**config.mk**
```make
export PLATFORM = sky130hd
export DESIGN_NAME = small_array_sort_and_search_unit
export DESIGN_NICKNAME = d
export VERILOG_FILES = /design/src/sv/sass_pkg.sv /design/src/sv/sass_cmp.sv /design/src/sv/small_array_sort_and_search_unit.sv
export SDC_FILE = /design/constraint.sdc
export NUM_CORES = 1
export LEC_CHECK = 0
export BUFFER_PORTS_ARGS = -buffer_cell sky130_fd_sc_hd__clkbuf_2
export CAP_MARGIN = 0
export CELL_PAD_IN_SITES_DETAIL_PLACEMENT = 1
export CELL_PAD_IN_SITES_GLOBAL_PLACEMENT = 1
export CORE_MARGIN = 4
export CORE_UTILIZATION = 52
export DETAILED_ROUTE_END_ITERATION = 10
export PLACE_DENSITY_LB_ADDON = 0.1
export SLEW_MARGIN = 25
export SYNTH_ARGS = -nofsm -noshare
export SYNTH_HDL_FRONTEND = slang
export SYNTH_HIERARCHICAL = 1
export SYNTH_SLANG_ARGS = --single-unit
```
**constraint.sdc**
```tcl
create_clock -name i_clk -period 5.6 [get_ports i_clk]
set_input_delay 1.12 -clock i_clk [delete_from_list [all_inputs] [get_ports i_clk]]
set_output_delay 1.12 -clock i_clk [all_outputs]
set_load 0.05 [all_outputs]
```
**src/sv/sass_pkg.sv**
```systemverilog
// Shared types and codes for the small array sort and search unit.
// No dependencies; used by sass_cmp and small_array_sort_and_search_unit.
package sass_pkg;

    localparam int DataW  = 32;
    localparam int IndexW = 4;
    localparam int MaxDisp = 16;

    typedef enum logic [1:0] {
        OP_LOAD = 2'd0,
        OP_SORT = 2'd1,
        OP_SEEK = 2'd2,
        OP_DISP = 2'd3
    } t_op;

    typedef enum logic [1:0] {
        ST_OK    = 2'd0,
        ST_FULL  = 2'd1,
        ST_EMPTY = 2'd2
    } t_status;

    typedef enum logic [2:0] {
        S_IDLE,
        S_SORT_LI,
        S_SORT_CMP,
        S_SORT_WB,
        S_SEEK,
        S_DISP,
        S_RESP
    } t_state;

    // Result of the shared comparator.
    typedef struct packed {
        logic gt;
        logic eq;
    } t_cmp;

endpackage

```
**src/sv/sass_cmp.sv**
```systemverilog
// Shared signed comparator: greater-than and equality of two 32-bit words.
// Depends on sass_pkg.
module sass_cmp (
    input  logic signed [sass_pkg::DataW-1:0] i_a,
    input  logic signed [sass_pkg::DataW-1:0] i_b,
    output sass_pkg::t_cmp                    o_res
);

    assign o_res.gt = (i_a > i_b);
    assign o_res.eq = (i_a == i_b);

endmodule

```
**src/sv/small_array_sort_and_search_unit.sv**
```systemverilog
// Top level of the small array sort and search unit: sequencer, element store,
// output register. Depends on sass_pkg and sass_cmp.
//
// Usage:
//   Input channel (i_valid / o_ready) carries one command per transfer:
//   load (append i_value, i_start_new empties the store first), sort
//   (ascending exchange sort), seek (first index equal to i_value) and
//   display (every element in order, up to sixteen, last one flagged).
//   Output channel (o_valid / i_ready) returns results through a single
//   output register; o_last marks the final result of each command.
//   o_ready is high only while the sequencer is idle: one command at a time.
// Command flow (n = element count):
//   load and empty-store commands: the result passes through the response
//   state into the output register, and o_ready returns as it becomes valid.
//   seek: one comparison per cycle through the shared comparator fed by the
//   registered read port of the store.
//   sort: n(n-1)/2 comparisons at one per cycle; each outer pass also loads
//   the pivot entry and writes it back.
//   display: one result per cycle while the receiver takes them.
// Reset: synchronous active low; clears the count and the sequencer. Store
//   contents are not cleared (only entries below the count are ever read).
// Stall: a held result parks in the output register; display simply waits
//   with the read address held, nothing is dropped.
module small_array_sort_and_search_unit #(
    parameter int DEPTH = 16
) (
    input  logic                              i_clk,
    input  logic                              i_rst_n,
    input  logic                              i_valid,
    output logic                              o_ready,
    input  logic [1:0]                        i_operation,
    input  logic signed [sass_pkg::DataW-1:0] i_value,
    input  logic                              i_start_new,
    output logic                              o_valid,
    input  logic                              i_ready,
    output logic signed [sass_pkg::DataW-1:0] o_result_value,
    output logic [sass_pkg::IndexW-1:0]       o_result_index,
    output logic                              o_found,
    output logic                              o_last,
    output logic [1:0]                        o_status
);

    localparam int AW = (DEPTH > 1) ? $clog2(DEPTH) : 1;
    localparam int CW = $clog2(DEPTH + 1);
    localparam int DispN = (DEPTH < sass_pkg::MaxDisp) ? DEPTH : sass_pkg::MaxDisp;
    localparam logic [CW-1:0] DepthC = CW'(DEPTH);
    localparam logic [CW-1:0] DispC  = CW'(DispN);

    // element store: one write port, one registered read port
    logic signed [sass_pkg::DataW-1:0] r_mem [DEPTH];
    logic signed [sass_pkg::DataW-1:0] r_rd_data;
    logic [AW-1:0]                     w_rd_addr;
    logic                              w_wr_en;
    logic [AW-1:0]                     w_wr_addr;
    logic signed [sass_pkg::DataW-1:0] w_wr_data;

    // sequencer state
    sass_pkg::t_state r_state, n_state;
    logic [CW-1:0]    r_count, n_count;
    logic [CW-1:0]    r_i, n_i;
    logic [CW-1:0]    r_j, n_j;
    logic signed [sass_pkg::DataW-1:0] r_cur, n_cur;   // pivot for sort, key for seek

    // pending single result
    logic [sass_pkg::IndexW-1:0] r_pend_index, n_pend_index;
    logic                        r_pend_found, n_pend_found;
    sass_pkg::t_status           r_pend_status, n_pend_status;

    // output register
    logic                              r_out_valid;
    logic signed [sass_pkg::DataW-1:0] r_out_value;
    logic [sass_pkg::IndexW-1:0]       r_out_index;
    logic                              r_out_found;
    logic                              r_out_last;
    sass_pkg::t_status                 r_out_status;

    logic                              w_out_free;
    logic                              w_emit;
    logic signed [sass_pkg::DataW-1:0] w_emit_value;
    logic [sass_pkg::IndexW-1:0]       w_emit_index;
    logic                              w_emit_found;
    logic                              w_emit_last;
    sass_pkg::t_status                 w_emit_status;

    sass_pkg::t_cmp w_cmp;
    logic [CW-1:0]  w_disp_n;

    sass_cmp u_cmp (
        .i_a   (r_cur),
        .i_b   (r_rd_data),
        .o_res (w_cmp)
    );

    assign w_out_free = !r_out_valid || i_ready;
    assign w_disp_n   = (r_count > DispC) ? DispC : r_count;
    assign o_ready    = (r_state == sass_pkg::S_IDLE);

    // sequencer: next state and datapath controls
    always_comb begin
        logic [CW-1:0] n0;
        n0            = i_start_new ? '0 : r_count;
        n_state       = r_state;
        n_count       = r_count;
        n_i           = r_i;
        n_j           = r_j;
        n_cur         = r_cur;
        n_pend_index  = r_pend_index;
        n_pend_found  = r_pend_found;
        n_pend_status = r_pend_status;
        w_rd_addr     = r_i[AW-1:0];
        w_wr_en       = 1'b0;
        w_wr_addr     = r_j[AW-1:0];
        w_wr_data     = r_cur;
        w_emit        = 1'b0;
        w_emit_value  = '0;
        w_emit_index  = '0;
        w_emit_found  = 1'b0;
        w_emit_last   = 1'b1;
        w_emit_status = r_pend_status;

        unique case (r_state)
            sass_pkg::S_IDLE: begin
                w_rd_addr     = '0;
                n_i           = '0;
                n_pend_index  = '0;
                n_pend_found  = 1'b0;
                n_pend_status = sass_pkg::ST_OK;
                if (i_valid) begin
                    unique case (sass_pkg::t_op'(i_operation))
                        sass_pkg::OP_LOAD: begin
                            n_state = sass_pkg::S_RESP;
                            if (n0 == DepthC) begin
                                n_count       = n0;
                                n_pend_status = sass_pkg::ST_FULL;
                            end else begin
                                w_wr_en   = 1'b1;
                                w_wr_addr = n0[AW-1:0];
                                w_wr_data = i_value;
                                n_count   = n0 + 1'b1;
                            end
                        end
                        sass_pkg::OP_SORT: begin
                            if (r_count < CW'(2)) begin
                                n_state = sass_pkg::S_RESP;
                                if (r_count == '0) n_pend_status = sass_pkg::ST_EMPTY;
                            end else begin
                                n_state = sass_pkg::S_SORT_LI;
                            end
                        end
                        sass_pkg::OP_SEEK: begin
                            n_cur = i_value;
                            if (r_count == '0) begin
                                n_state       = sass_pkg::S_RESP;
                                n_pend_status = sass_pkg::ST_EMPTY;
                            end else begin
                                n_state = sass_pkg::S_SEEK;
                            end
                        end
                        sass_pkg::OP_DISP: begin
                            if (r_count == '0) begin
                                n_state       = sass_pkg::S_RESP;
                                n_pend_status = sass_pkg::ST_EMPTY;
                            end else begin
                                n_state = sass_pkg::S_DISP;
                            end
                        end
                        default: n_state = sass_pkg::S_RESP;
                    endcase
                end
            end
            sass_pkg::S_SORT_LI: begin
                // pivot entry arrives; start inner pass at i+1
                n_cur     = r_rd_data;
                n_j       = r_i + 1'b1;
                w_rd_addr = n_j[AW-1:0];
                n_state   = sass_pkg::S_SORT_CMP;
            end
            sass_pkg::S_SORT_CMP: begin
                if (w_cmp.gt) begin
                    w_wr_en   = 1'b1;
                    w_wr_addr = r_j[AW-1:0];
                    w_wr_data = r_cur;
                    n_cur     = r_rd_data;
                end
                if ((r_j + 1'b1) < r_count) begin
                    n_j       = r_j + 1'b1;
                    w_rd_addr = n_j[AW-1:0];
                end else begin
                    n_state = sass_pkg::S_SORT_WB;
                end
            end
            sass_pkg::S_SORT_WB: begin
                w_wr_en   = 1'b1;
                w_wr_addr = r_i[AW-1:0];
                w_wr_data = r_cur;
                if ((r_i + 1'b1) < (r_count - 1'b1)) begin
                    n_i       = r_i + 1'b1;
                    w_rd_addr = n_i[AW-1:0];
                    n_state   = sass_pkg::S_SORT_LI;
                end else begin
                    n_state = sass_pkg::S_RESP;
                end
            end
            sass_pkg::S_SEEK: begin
                if (w_cmp.eq) begin
                    n_pend_index = sass_pkg::IndexW'(r_i);
                    n_pend_found = 1'b1;
                    n_state      = sass_pkg::S_RESP;
                end else if ((r_i + 1'b1) < r_count) begin
                    n_i       = r_i + 1'b1;
                    w_rd_addr = n_i[AW-1:0];
                end else begin
                    n_state = sass_pkg::S_RESP;
                end
            end
            sass_pkg::S_DISP: begin
                if (w_out_free) begin
                    w_emit        = 1'b1;
                    w_emit_value  = r_rd_data;
                    w_emit_index  = sass_pkg::IndexW'(r_i);
                    w_emit_last   = ((r_i + 1'b1) == w_disp_n);
                    w_emit_status = sass_pkg::ST_OK;
                    if (w_emit_last) begin
                        n_state = sass_pkg::S_IDLE;
                    end else begin
                        n_i       = r_i + 1'b1;
                        w_rd_addr = n_i[AW-1:0];
                    end
                end
            end
            sass_pkg::S_RESP: begin
                if (w_out_free) begin
                    w_emit       = 1'b1;
                    w_emit_index = r_pend_index;
                    w_emit_found = r_pend_found;
                    n_state      = sass_pkg::S_IDLE;
                end
            end
            default: n_state = sass_pkg::S_IDLE;
        endcase
    end

    always_ff @(posedge i_clk) begin
        if (!i_rst_n) begin
            r_state <= sass_pkg::S_IDLE;
            r_count <= '0;
        end else begin
            r_state <= n_state;
            r_count <= n_count;
        end
    end

    always_ff @(posedge i_clk) begin
        r_i           <= n_i;
        r_j           <= n_j;
        r_cur         <= n_cur;
        r_pend_index  <= n_pend_index;
        r_pend_found  <= n_pend_found;
        r_pend_status <= n_pend_status;
    end

    // store
    always_ff @(posedge i_clk) begin
        if (w_wr_en) r_mem[w_wr_addr] <= w_wr_data;
        r_rd_data <= r_mem[w_rd_addr];
    end

    // output register
    always_ff @(posedge i_clk) begin
        if (!i_rst_n) begin
            r_out_valid <= 1'b0;
        end else if (w_emit) begin
            r_out_valid <= 1'b1;
        end else if (i_ready) begin
            r_out_valid <= 1'b0;
        end
    end

    always_ff @(posedge i_clk) begin
        if (w_emit) begin
            r_out_value  <= w_emit_value;
            r_out_index  <= w_emit_index;
            r_out_found  <= w_emit_found;
            r_out_last   <= w_emit_last;
            r_out_status <= w_emit_status;
        end
    end

    assign o_valid        = r_out_valid;
    assign o_result_value = r_out_value;
    assign o_result_index = r_out_index;
    assign o_found        = r_out_found;
    assign o_last         = r_out_last;
    assign o_status       = r_out_status;

    // count never passes the store depth
    a_count_bound: assert property (@(posedge i_clk) disable iff (!i_rst_n)
        r_count <= DepthC)
        else $error("element count above depth");

    // inner sort index always lies beyond the pivot
    a_sort_order: assert property (@(posedge i_clk) disable iff (!i_rst_n)
        (r_state == sass_pkg::S_SORT_CMP) |-> (r_j > r_i))
        else $error("sort inner index not beyond pivot");

    // seek and display never modify the store
    a_no_write_read_ops: assert property (@(posedge i_clk) disable iff (!i_rst_n)
        (r_state == sass_pkg::S_SEEK || r_state == sass_pkg::S_DISP) |-> !w_wr_en)
        else $error("store written during seek or display");

    // every accepted command leaves idle
    a_accept_busy: assert property (@(posedge i_clk) disable iff (!i_rst_n)
        (i_valid && o_ready) |=> (r_state != sass_pkg::S_IDLE))
        else $error("accepted command did not start");

endmodule
```
Yosys cells after proc, flatten, opt, wreduce, memory -nomap -nowiden --
Memories as Yosys holds them, arrays and structs flattened. A register that Yosys moved wholly into a read port is not among the register bits. Index checks and enable logic that the tools add are counted.
Operators by class: muxes and demuxes 67, reductions and logical operators 20, $add $sub $neg 4, equality and inequality tests 26, magnitude comparators 6
Operators with widths (count):
- 2-to-1 mux 32 bit | 7
- case mux 32 bit (3 select lines) | 1
- 2-to-1 mux 4 bit | 12
- 2-to-1 mux 5 bit | 9
- equality test 32 bit | 1
- greater-than comparator 32 bit | 1
- 2-to-1 mux 3 bit | 9
- case mux 4 bit (2 select lines) | 3
- case mux 4 bit (6 select lines) | 1
- case mux 3 bit (7 select lines) | 1
- inequality test 2 bit, second input constant | 10
- case mux 5 bit (4 select lines) | 1
- adder 5 x 1 -> 5 bit, second input constant | 3
- < comparator 5 bit | 3
- 2-to-1 mux 1 bit | 12
- 2-to-1 mux 2 bit | 6
- case mux 3 bit (4 select lines) | 1
- AND reduction 6 bit | 2
- case mux 5 bit (2 select lines) | 1
- equality test 3 bit, second input constant | 3
- AND reduction 2 bit | 4
- equality test 3 x 2 -> 1 bit, second input constant | 2
- inequality test 2 x 1 -> 1 bit, second input constant | 3
- case mux 2 bit (3 select lines) | 1
- 22 further kinds | 26
Storage, ports and cells: output and inout bits 42, RAM bits 512, word-level logic and storage cells 138, register bits 98, memories kept 1, bits of input ports 39
Memories:
- r_mem | depth 16, bits a word 32, read ports 1, clocked after Yosys merged registers in 1, wr ports 1, RTL line small_array_sort_and_search_unit.sv:50 | logic signed [sass_pkg::DataW-1:0] r_mem [DEPTH];

Longest topological paths before layout --
Gate-level depths: netlist (run 1).
word-level depth 8, gate-level depth with buffers 20, mapped depth without buffers 17

By module --
Netlist (run 1), hierarchy kept.
By module, submodules not included:
- small_array_sort_and_search_unit | area an instance 26113.8 um^2, instances 1, seq. area each 18868.1 um^2, cells an instance 1801
- sass_cmp | area an instance 844.6 um^2, instances 1, seq. area each 0.0 um^2, cells an instance 114

Worst setup path before layout (run 1) --
No wires, ideal clock.
path type in2reg, start point input port i_start_new, end point memory r_mem[8][0] (netlist bit), enable pin, slack 1.085 ns, stages 10, library setup time 0.421 ns, data required time 5.179 ns, data arrival time 4.094 ns, cell sequence clkbuf_1 > nand2b_1 > ha_1 > nand4b_1 > nand2_1 > clkbuf_1 > nor2_1 > a221oi_1 > nand2_1 > nor2_1
Between the ends: longest elaborated chain between the ends 8
Ends and longest elaborated chain:
- from (decl) | RTL line small_array_sort_and_search_unit.sv:33 | input logic i_start_new,
- 2-to-1 mux 5 bit (*) | RTL line small_array_sort_and_search_unit.sv:101 | n0 = i_start_new ? '0 : r_count;
- equality test 5 bit | RTL line small_array_sort_and_search_unit.sv:132 | if (n0 == DepthC) begin
- 2-to-1 mux 1 bit | RTL line small_array_sort_and_search_unit.sv:132
- 2-to-1 mux 1 bit | RTL line small_array_sort_and_search_unit.sv:129 | unique case (sass_pkg::t_op'(i_operation))
- 2-to-1 mux 1 bit | RTL line small_array_sort_and_search_unit.sv:128 | if (i_valid) begin
- case mux 1 bit (3 select lines) | RTL line small_array_sort_and_search_unit.sv:121 | unique case (r_state)
- 2-to-1 mux 1 bit | RTL line small_array_sort_and_search_unit.sv:264 | if (w_wr_en) r_mem[w_wr_addr] <= w_wr_data;
- 2-to-1 mux 1 bit (not written as such) | RTL line small_array_sort_and_search_unit.sv:264
- to (decl) | RTL line small_array_sort_and_search_unit.sv:50
Mark *: on every way between the ends. The rest lies on a longest branch, timed or not.

==> impl_summary.md, run 1 <==
Pwr
VDD sags by at most 0.663 mV. The leakage power summed over all cells is 0.0108 uW. The share of total power dissipated in sequential elements is 0.351. Overall power consumption after layout is estimated at 20200 uW. The ratio of total power to cell area is 652 nW/um^2. The power share of the clock group is 0.232. The net switching fraction of the power is 0.394. The internal portion of total power is 12200 uW. The combinational share of power is 0.417.

For this design the total switching power over the nets is 7940 uW.

Synth
The complex-gate fraction of the synthesized area was 0.0703. The average instance in the mapped netlist occupies 14.1 um^2. The adder-cell share of the synthesized area is 0.0227. The synthesized net count is 2003.

In the synthesized netlist the async set-or-reset flop fraction comes to 0. The combined area of all synthesized cells is 27000 um^2. Yosys mapped a number of flops with a built-in enable equal to 601.

During synthesis, Yosys emitted a total of 6 warnings. The largest family of logic cells by synthesized area is simple AND/OR/NAND/NOR gates. After synthesis, the share of cell area in mux cells is 0.0806. Synthesis produced a netlist whose cell count is 1915. Sorting the synthesized cells by area gives the leading types as edfxtp_1 (67%), mux2_2 (4.3%), nand2_1 (4.1%).

For this run, the leading register cell type out of synthesis is edfxtp_1. The most numerous cell in the Yosys netlist is edfxtp_1. The sequential element share of the synthesized area is 0.700. The share of synthesized area in the top cell type comes to 0.669.

Of the total synthesized cell area, the portion taken by XOR and XNOR cells is 0.00418. Yosys mapped the design onto 71 distinct sky130hd cell types. By count the netlist is led by edfxtp_1 (601), nand2_1 (297), a21oi_1 (158). The cell taking the most area after synthesis is edfxtp_1. The basic-gate share of the synthesized area counting and, or, nand and nor cells is 0.0953.

The number of synthesized register bits is 642.

Job
The count of maximum capacitance violations is 0.

Outcome
The flow ran to the end, and the final reports show no timing, DRC or antenna violations.

Die
The chip height is 236 um. From left edge to right edge, the die measures 236 um. 81 I/O pins were placed. The total area inside the core boundary comes to 51300 um^2. For this configuration, the core starts out at a cell density of 0.525. The die covers 55500 um^2. The number of placement rows is 83.

Worst setup path
The start point of the critical path is r_rd_data[31]. STA puts the critical path data arrival time at 5850 ps. The setup slack on the worst flop-to-flop path is 200 ps. The worst setup path category is register to register.

The worst register-to-register path ends at r_rd_data[18]. For the worst flop-to-flop path, the logic depth is 19. The end of the critical path is r_rd_data[18]. The largest fanout on the critical path is 11. The element type at the critical path end is a register. The required arrival time at the worst endpoint is 6050 ps. The worst register-to-register path begins at r_rd_data[31].

The startpoint kind of the worst setup timing path is a register.

Cells and area
The number of nets in the final layout is 2120. 0 antenna diodes ended up in the layout. From synthesis to final layout, the design area changed by 14.7%.

Summing all non-filler instances in the final layout gives an area of 30900 um^2. The final core utilization is 0.603. Of the cells placed in the final design, the portion with a size suffix greater than 1 is 0.186.

STA
In this run the tightest slew margin relative to its limit is 0.356. On the final layout, the worst clock skew is 20.3 ps. Dividing the final minimum period by the clock period gives 0.965. The worst hold slack is 536 ps. For the finished layout, the period the worst path requires is 5400 ps.

Setup violations remaining at the end of the flow were counted as 0. The transition at the pin with the smallest max-transition slack is 957 ps. The final setup TNS is 0 ps. The total count of hold-check failures in the final report is 0. The number of slew-limit violations in the final report is 0. Setup repair after global routing left no endpoint under its margin. Static timing analysis puts the maximum clock frequency at 0.185 GHz.

Global route
The number of antenna violations at the first check in global routing is 0. The total overflow reported by the global router is 0. For this run, the total global-route usage over all layers was measured as 0.272. The first global-routing pass estimated 113000 um of wire.

Entering global routing, the biggest net connects 129 pins. The number of global-route vias before repair is 17900.

CTS
The clock insertion delay at the later pin of the skew report is 610 ps. Clock-pin slew was measured on the worst setup and hold paths at 60 ps. Clock tree synthesis selected as its root buffer the cell clkbuf_16. The CTS buffer count is 69. TritonCTS built the clock tree.

Clock tree synthesis found a total of 642 sinks. After clock tree synthesis, the flow added hold-fix buffers numbering 0. The maximum root-to-sink buffer count is 3. The H-tree was split into 3 levels.

Routing
Dividing the detail-routed wire length by the instance count gives 27.9 um. The total via count in the routed design is 16900. In the routed layout, each cell is associated on average with a via count of 6.10. The first detailed-routing pass took 5 iterations.

The first-iteration detailed-routing DRC count is 1582. After detailed routing, the number of remaining DRC violations is 0. The total wire length after detailed routing is 77100 um.

The count of nets left with antenna violations once routing finished came out at 0.

Placement
Routability-driven placement finished with a final weighted congestion of 0.847. The placed instances occupy a cell area of 28600 um^2. Detailed placement ended at an HPWL of 44500 um. Port buffering added 80 buffers.

Worst hold path
The tightest min-delay check is of the register to register type. The worst hold path depth is 1.
## placed cells by master (no fill, tap or decap), types with 41 or more instances in the layout
| cell type | n |
|---|---|
| a21oi_1 | 158 |
| buf_4 | 46 |
| clkbuf_16 | 73 |
| clkbuf_2 | 80 |
| dfxtp_1 | 41 |
| edfxtp_1 | 601 |
| ha_1 | 49 |
| inv_1 | 48 |
| mux2_1 | 88 |
| mux2_2 | 104 |
| nand2_1 | 296 |
| nor3_1 | 75 |
| o22ai_1 | 65 |
## final cells by class
class | instances | area, um^2
Clock buffer | 96 | 1940
Clock inverter | 30 | 364
Fill cell | 4827 | 20400
Inverter | 50 | 188
Multi-Input combinational cell | 1125 | 7590
Sequential cell | 642 | 18900
Tap cell | 680 | 851
Timing Repair Buffer | 144 | 1120
## kinds of logic after synthesis
group,count (synthesis)
flip-flops,642
AND/OR/NAND/NOR,559
AO/OA/AOI/OAI,311
multiplexers,193
buffers and inverters,149
adder cells (fa/ha/maj),49
XOR/XNOR,12
## through the flow
stage,std cells,worst slack (ps)
3_5_place_dp,2640,235
6_report,2767,198
2_1_floorplan,1915,1090
5_1_grt,2767,29.7
3_3_place_gp,2638,240
4_1_cts,2766,170
## registers in the layout, indices dropped and copies added, names as in the netlist, 2 cells and up
signal,flops
r_pend_status,2
r_mem,512
r_count,5
o_result_index,4
r_pend_index,4
r_i,5
r_rd_data,32
r_state,3
o_status,2
r_cur,32
r_j,5
o_result_value,32
## layer usage
metal / global-route usage / up-vias / part of all wire
li1: - / 7405 / -
met1: 0.360 / 8685 / 0.41
met2: 0.463 / 622 / 0.49
met3: 0.0418 / 155 / 0.067
met4: 0.0922 / 0 / 0.032
met5: 0 / - / 0
## power by group through the flow
| stage | Clock [uW] | Combinational, uW | Sequential, uW |
|---|---|---|---|
| 4_1_cts | 4750 | 8310 | 7080 |
| 3_5_place_dp | 0 | 8210 | 7170 |
| 3_3_place_gp | 0 | 7920 | 7110 |
| 2_1_floorplan | 0 | 5310 | 7220 |
| 5_1_grt | 4960 | 9060 | 7140 |
| 6_report | 4680 | 8400 | 7080 |
## worst min-delay path by stage
stage / from / to / slack, ps
4_1_cts: r_pend_status[1] / o_status[1] / 540
3_3_place_gp: r_pend_found / o_found / 520
3_5_place_dp: r_pend_status[1] / o_status[1] / 520
2_1_floorplan: r_count[1] / r_count[1] / 480
6_report: r_pend_status[1] / o_status[1] / 540
5_1_grt: r_pend_index[0] / o_result_index[0] / 570
## worst max-delay path, cell delays in order (launching register included)
cell and delay (ps):
dfxtp_1 440, inv_1 70, ha_1 420, and4_1 310, nand4_1 280, or3_1 580, nand2b_4 200, nor2_1 220
nor2_1 90, nand2_1 100, a21oi_1 70, o2bb2ai_1 180, o21bai_1 190, a21oi_1 330, nor3_1 110, nand2_1 590
buf_4 310, buf_4 180, o22ai_1 80, nor4_1 470
## timing repair
item,CTS,global route
resized for setup,0,3
endpoints found under the setup margin,0,9
setup buffers,0,0
No activity file was read; power rests on OpenSTA's default activity.
==> run 2, diff against run 1 <==
Clock period 5.6 ns to 5.7 ns, I/O delays scaled along.
==> run 2 against run 1 <==
Against the previous run:
- sequential cell count is the same
- clock power shrank 11%
- largest power group unchanged
- global-route usage shrank 0.58 points
- count of clock-buffer cells in the layout is the same
- fmax shrank 4.5%
- die area is the same
- routed wire length shrank 2.9%
- worst hold slack lost 12 ps
==> impl_summary.md, run 2 (synthesized netlist as in run 1, its figures left out) <==
Routing
The first-iteration detailed-routing DRC count is 1511 (-4.5%). The total via count in the routed design came to 16700 (-0.84%). The average vias per placed instance is 6.06 (-0.55%).

The total wire length after detailed routing is 74900 um (-2.9%). The total routed wire length on the met1 layer is 32100 um (+1.5%). The number of detailed-route iterations in the first pass is 5 (unchanged). The count of antenna-violating nets left after detailed routing is 0 (unchanged). The met3 wire length is 3880 um (-25%). Routed signal wires occupy layers up through met4. The length of routed met2 wiring came to 37300 um (-1.6%). The average wire length per cell after detail routing is 27.2 um (-2.6%).

The number of design rule violations left after detail routing is 0 (unchanged).

Cells and area
The final design instance area without fill was 30600 um^2 (-1.2%). The final core utilization came to 0.596 (-0.00705). The library cells used most frequently in the layout, excluding fill and tap cells, are edfxtp_1 (601), nand2_1 (296), a21oi_1 (158). The share of final-layout standard cells stronger than drive strength 1 was 0.181 (-0.00545). From synthesis to final layout, the design area changed by 13.4%. More flip-flops sit in one register than any other, and that register is r_mem. Leaving out fill and tap cells, the most frequent cell in the layout is edfxtp_1. The number of nets in the final layout was 2115 (-0.24%).

The flip-flop count of the largest register, all copies and words added was 512 (unchanged).

Pwr
The leakage power summed over all cells is 0.0106 uW (-1.4%). The combinational share of power is 0.421 (+0.004). The power share of the clock group is 0.216 (-0.016). The net switching fraction of the power is 0.399 (+0.00503). The internal portion of total power is 11600 uW (-5.2%). The share of power burned in registers was 0.363 (+0.012). The ratio of total power to cell area is 631 nW/um^2 (-3.3%).

The worst supply voltage drop on vdd is 0.471 mV (-29%). The switching power total was 7690 uW (-3.2%).

Worst setup path
Among the stages of the critical path, the cell type that occurs most often is nor2_1. The startpoint identified for the worst register-to-register timing path is r_rd_data[31]. The slowest stage of the critical path belongs to the cell or3_1. The startpoint kind of the worst setup timing path is a register.

The setup slack on the worst flop-to-flop path is 40 ps (-160 ps). The critical path buffer and inverter count came to 2 (-1). The arrival time reported for the critical path endpoint was 6080 ps (+230 ps). On the critical path the largest part of the delay comes from simple AND/OR/NAND/NOR gates.

The delay of the slowest cell on the worst path is 600 ps (about the same). The largest fanout on the critical path is 27 (+16). The number of cells on the worst reg-to-reg path came to 18 (-1). The signal on the critical path passes through inv_1 > ha_1 > and4_1 > nand4_1 > or3_1 > nand2b_4 > nor2_1 > nor2_1 > nand2_1 > a21oi_1 > o2bb2ai_1 > a211oi_4 > a211o_1 > nand2_8 > buf_6 > mux2_2 > o22ai_1 > nor4_1.

The required arrival time at the worst endpoint is 6120 ps (+70 ps). The worst setup path category is register to register. The element type at the critical path end is a register. The worst register-to-register path ends at r_rd_data[15].

Global route
The number of antenna violations at the first check in global routing is 1 (+1). The combined global-route utilization of all metal layers was 0.266 (-0.00580). The global-route wire length before repair is 113000 um (-0.37%).

The total overflow reported by the global router is 0 (unchanged). The number of global-route vias before repair was 17800 (-0.55%). The largest net degree at the start of global routing is 129 (unchanged).

Placement
The worst slack at placement is 52.1 ps (-183 ps). The cell area reported after detailed placement is 28500 um^2 (-0.41%). The number of port buffers came to 80 (unchanged). The HPWL after detailed placement is 44800 um (+0.68%). The final RePlAce weighted congestion was 0.806 (-4.9%).

Job
The count of maximum capacitance violations is 0 (unchanged).

CTS
The clock sink count is 642 (unchanged). The maximum root-to-sink buffer count was 3 (unchanged). The maximum level of the CTS H-tree came to 3 (unchanged). The cts-stage hold buffer count is 0 (unchanged). TritonCTS built the clock tree. The buffer cell driving the clock tree root is clkbuf_16.

The clock insertion delay at the later pin of the skew report was 600 ps (about the same). The clock input transition at the sequential cells of the worst setup and hold paths came to 60 ps (about the same). The CTS buffer count is 67 (-2.9%).

Die
The initial standard-cell utilization of the core is 0.525 (unchanged). The number of placement rows is 83 (unchanged). The number of ports placed on the die boundary is 81 (unchanged).

The chip height came to 236 um (unchanged). The core outline area is 51300 um^2 (unchanged). The x dimension of the die is 236 um (unchanged). The floorplan die area is 55500 um^2 (unchanged).

STA
The ratio of final minimum period to clock period was 0.993 (+0.0279). The final setup skew was 14.6 ps (-5.71 ps). The number of slew-limit violations in the final report is 0 (unchanged).

The number of setup violations in the final report is 0 (unchanged). The setup slack of the critical path after layout is 42.4 ps (-155 ps). The post-layout minimum cycle time was 5660 ps (+255 ps). The highest attainable clock frequency was 0.177 GHz (-4.5%). The total count of hold-check failures in the final report came to 0 (unchanged). The transition at the pin with the smallest max-transition slack was 1020 ps (+65.4 ps). The worst slew margin relative to its limit came to 0.311 (-0.0449).

Worst hold path
The worst hold path depth came to 1 (unchanged). The startpoint identified for the worst hold timing path is r_pend_found. The path class of the tightest hold or removal check is register to register. The path with the worst hold slack has its endpoint at o_found.

Outcome
The run finished with clean final reports.
==> run 2: cell count changes in the layout (fill, tap and decap cells not counted), moves of 2 or more <==
cell       previous run  this run
buf_6                 0         4
clkinv_2              6         9
inv_6                 2         0
bufinv_16             8         2
buf_12               16        10
clkbuf_1             20        23
clkbuf_16            73        70
==> run 2: power by group through the flow <==
stage	combinational (uW)	clock, uW	sequential (uW)
after floorplan	5220	0	7090
after global placement	7700	0	7030
after detailed placement	7950	0	7080
after CTS	8040	4230	6990
after global routing	8810	4430	7060
final	8120	4160	6990
==> run 2: metal layers <==
metal | vias to the layer above | GRT usage
li1 | 7397 | -
met2 | 523 | 0.453
met5 | - | 0
met1 | 8699 | 0.366
met3 | 106 | 0.0364
met4 | 0 | 0.0657
==> run 2: worst max-delay path by stage <==
| stage | start | cells past startpoint | slack, ps | end |
|---|---|---|---|---|
| 5_1_grt | r_rd_data[31] | 18 | -4 | r_rd_data[12] |
| 3_5_place_dp | r_rd_data[31] | 18 | 50 | r_rd_data[15] |
| 6_report | r_rd_data[31] | 18 | 40 | r_rd_data[15] |
| 4_1_cts | r_rd_data[31] | 18 | 30 | r_rd_data[15] |
| 2_1_floorplan | i_start_new | 10 | 1170 | r_mem[8][0] |
| 3_3_place_gp | r_rd_data[31] | 18 | 210 | r_rd_data[15] |
==> run 2: per-stage QoR <==
step | power, uW | hold slack [ps] | setup TNS (ps) | instances
floorplan | 12300 | 481 | 0 | 1915
global placement | 14700 | 505 | 0 | 2636
detailed placement | 15000 | 517 | 0 | 2637
CTS | 19300 | 530 | 0 | 2757
global route | 20300 | 545 | -7.95 | 2759
finish | 19300 | 525 | 0 | 2759
==> run 2: final cells by class <==
| class | instances | area [um^2] |
|---|---|---|
| inverter | 50 | 188 |
| tap | 680 | 851 |
| clock buffer | 96 | 1880 |
| fill | 4889 | 20700 |
| sequential | 642 | 18900 |
| clock inverter | 24 | 174 |
| timing repair buffer | 141 | 1020 |
| antenna | 1 | 2.50 |
| multi-input combinational | 1125 | 7580 |
==> run 2: what timing repair did <==
item | in CTS | in global routing
resized for setup | 0 | 5
buffers inserted | 0 | 0
endpoints found under the setup margin | 0 | 14
==> run 3, diff against run 2 <==
Settings changed: CELL_PAD_IN_SITES_GLOBAL_PLACEMENT 1 to 2, CORE_ASPECT_RATIO from default to 0.75, CORE_UTILIZATION 52 to 45.
==> run 3 against run 2 <==
Against the previous run:
- clock skew is 4.3 ps higher
- setup slack better by 210 ps
- sequential cell count stayed put
- worst hold slack better by 4.9 ps
- clock power is 2% lower
- combinational power hardly changed
- critical endpoint unchanged
- largest cell class unchanged
==> impl_summary.md, run 3 (synthesized netlist as in run 1, its figures left out) <==
Pwr
The worst supply voltage drop on vdd is 1.14 mV (+140%). The ratio of total power to cell area is 624 nW/um^2 (-1.1%). The leakage power summed over all cells was 0.0106 uW (-0.14%).

The final total power came to 19200 uW (-0.45%).

Cells and area
The share of final-layout standard cells stronger than drive strength 1 is 0.184 (+0.00272). Counting flops per register, the top entry is r_mem. The flip-flop count of the largest register, all copies and words added came to 512 (unchanged).

The number of nets in the final layout is 2108 (-0.33%). The final cell count without fillers came to 2859 (+3.6%). From synthesis to final layout, the design area changed by 14.1%. The top cell types in the final layout, fill and taps aside, are edfxtp_1 (601), nand2_1 (290), a21oi_1 (158).

The number of antenna repair diodes is 0 (-1). Leaving out fill and tap cells, the most frequent cell in the layout is edfxtp_1.

Worst setup path
The setup slack on the worst flop-to-flop path is 250 ps (+210 ps). The startpoint kind of the worst setup timing path is a register. The reg-to-reg critical path startpoint is r_rd_data[31]. The setup path with the least slack is of type register to register.

The delay of the slowest cell on the worst path is 570 ps (-30 ps). The required arrival time at the worst endpoint is 6150 ps (+30 ps). The worst-path cell with the longest stage delay is or3_1. STA classifies the critical path endpoint as a register. The signal on the critical path passes through inv_1 > ha_2 > and4_1 > nand4_1 > or3_1 > nand2b_4 > nor2_2 > nor2_1 > nor2_1 > o21a_1 > a21oi_1 > and3b_1 > a311o_2 > nand2_8 > buf_12 > buf_12 > mux2_2 > o22ai_1 > nor4_1. The arrival time reported for the critical path endpoint is 5900 ps (-180 ps).

The worst register-to-register path ends at r_rd_data[15]. The number of cells on the worst reg-to-reg path is 19 (+1). The largest fanout on the critical path is 44 (+63%).

CTS
The buffer cell driving the clock tree root is clkbuf_16. The CTS buffer count came to 67 (unchanged). The clock input transition at the sequential cells of the worst setup and hold paths came to 60 ps (about the same). The maximum root-to-sink buffer count was 3 (unchanged).

The clock sink count is 642 (unchanged). The maximum level of the CTS H-tree came to 3 (unchanged). The cts-stage hold buffer count came to 0 (unchanged).

TritonCTS built the clock tree. The clock insertion delay at the later pin of the skew report is 590 ps (about the same).

Worst hold path
For hold timing, the worst endpoint is o_found. The worst hold path depth is 1 (unchanged). The startpoint of the tightest hold check path is r_pend_found. The path class of the tightest hold or removal check is register to register.

Global route
The global-route wire length before repair was 113000 um (+0.50%). The number of global-route vias before repair is 17100 (-4.2%). The total overflow reported by the global router is 0 (unchanged). The combined global-route utilization of all metal layers came to 0.239 (-0.0271). The largest net degree at the start of global routing was 129 (unchanged). The number of antenna violations at the first check in global routing came to 1 (unchanged).

STA
The ratio of final minimum period to clock period is 0.955 (-0.0372). The number of setup violations in the final report is 0 (unchanged). The number of slew-limit violations in the final report is 0 (unchanged). The setup slack of the critical path after layout is 255 ps (+212 ps).

The worst slew margin relative to its limit came to 0.314 (+0.00265). Setup repair after global routing left no endpoint under its margin. The total count of hold-check failures in the final report is 0 (unchanged). The post-layout minimum cycle time is 5450 ps (-212 ps). The highest attainable clock frequency is 0.184 GHz (+3.9%). The final setup skew is 18.9 ps (+4.29 ps). The transition at the pin with the smallest max-transition slack is 1020 ps (-3.93 ps). The worst hold slack is 529 ps (+4.87 ps).

Routing
The count of antenna-violating nets left after detailed routing is 0 (unchanged). The first-iteration detailed-routing DRC count came to 1325 (-12%). The number of detailed-route iterations in the first pass came to 5 (unchanged). The average vias per placed instance came to 5.78 (-4.6%).

The average wire length per cell after detail routing is 26.8 um (-1.2%). The total wire length after detailed routing is 76700 um (+2.3%). The total via count in the routed design is 16500 (-1.1%). The number of design rule violations left after detail routing is 0 (unchanged).

Die
The chip height was 220 um (-6.7%). The number of placement rows is 77 (-7.2%). The floorplan die area is 63900 um^2 (+15%). The core outline area came to 59200 um^2 (+15%).

The x dimension of the die was 291 um (+23%). The initial standard-cell utilization of the core is 0.456 (-0.0698). The number of ports placed on the die boundary is 81 (unchanged).

Placement
The worst slack at placement was -81.6 ps (-134 ps). The final RePlAce weighted congestion was 0.817 (+1.4%). The cell count after placement is 2739 (+3.9%). The HPWL after detailed placement is 44100 um (-1.6%). The number of port buffers is 80 (unchanged).

Job
The count of maximum capacitance violations is 0 (unchanged).

Outcome
The run finished with clean final reports.
run 3: cell type report:
cell class                      count  area, um^2
Clock buffer                       93        1820
Clock inverter                     25         174
Fill cell                        5782       28400
Inverter                           50         188
Multi-Input combinational cell   1126        7610
Sequential cell                   642       18900
Tap cell                          790         988
Timing Repair Buffer              133        1100
run 3: stage by stage:
step	area [um^2]	utilization	setup TNS, ps
3_3_place_gp	28700	0.485	-85.9
2_1_floorplan	27000	-	0
5_1_grt	30800	0.520	0
4_1_cts	30800	0.520	0
3_5_place_dp	28700	0.485	-380
6_report	30800	0.520	0
run 3: power by group:
group          internal [uW]  switching [uW]  total, uW
logic                   2620            5470       8090
registers               6620             394       7010
clock network           2330            1760       4090
run 3: worst max-delay path by stage:
stage                          endpoint     startpoint  cells after the start
after detailed placement   r_rd_data[3]  r_rd_data[31]                     18
after global routing      r_rd_data[15]  r_rd_data[31]                     19
after floorplan             r_mem[8][0]    i_start_new                     10
after CTS                 r_rd_data[16]  r_rd_data[31]                     19
final                     r_rd_data[15]  r_rd_data[31]                     19
after global placement     r_rd_data[6]  r_rd_data[31]                     18
run 3: timing repair:
| action | CTS | global route |
|---|---|---|
| gates cloned | 2 | 0 |
| pin swaps | 1 | 0 |
| buffers inserted | 0 | 0 |
| setup endpoints to repair | 10 | 15 |
| resized for setup | 4 | 3 |
run 3: worst max-delay path: cells and delay by family (launching register included):
family	cells	cell delay, ps
AO/OA/AOI/OAI	4	910
buffers and inverters	3	620
AND/OR/NAND/NOR	10	2420
flip-flops	1	520
adder cells (fa/ha/maj)	1	460
multiplexers	1	340
run 3: routing by layer:
layer / routed length [um] / up-vias / track usage
li1: - / 7384 / -
met1: 36200 / 8600 / 0.354
met5: 13 / - / 0
met2: 34700 / 447 / 0.372
met4: 1510 / 2 / 0.0559
met3: 4240 / 101 / 0.0385
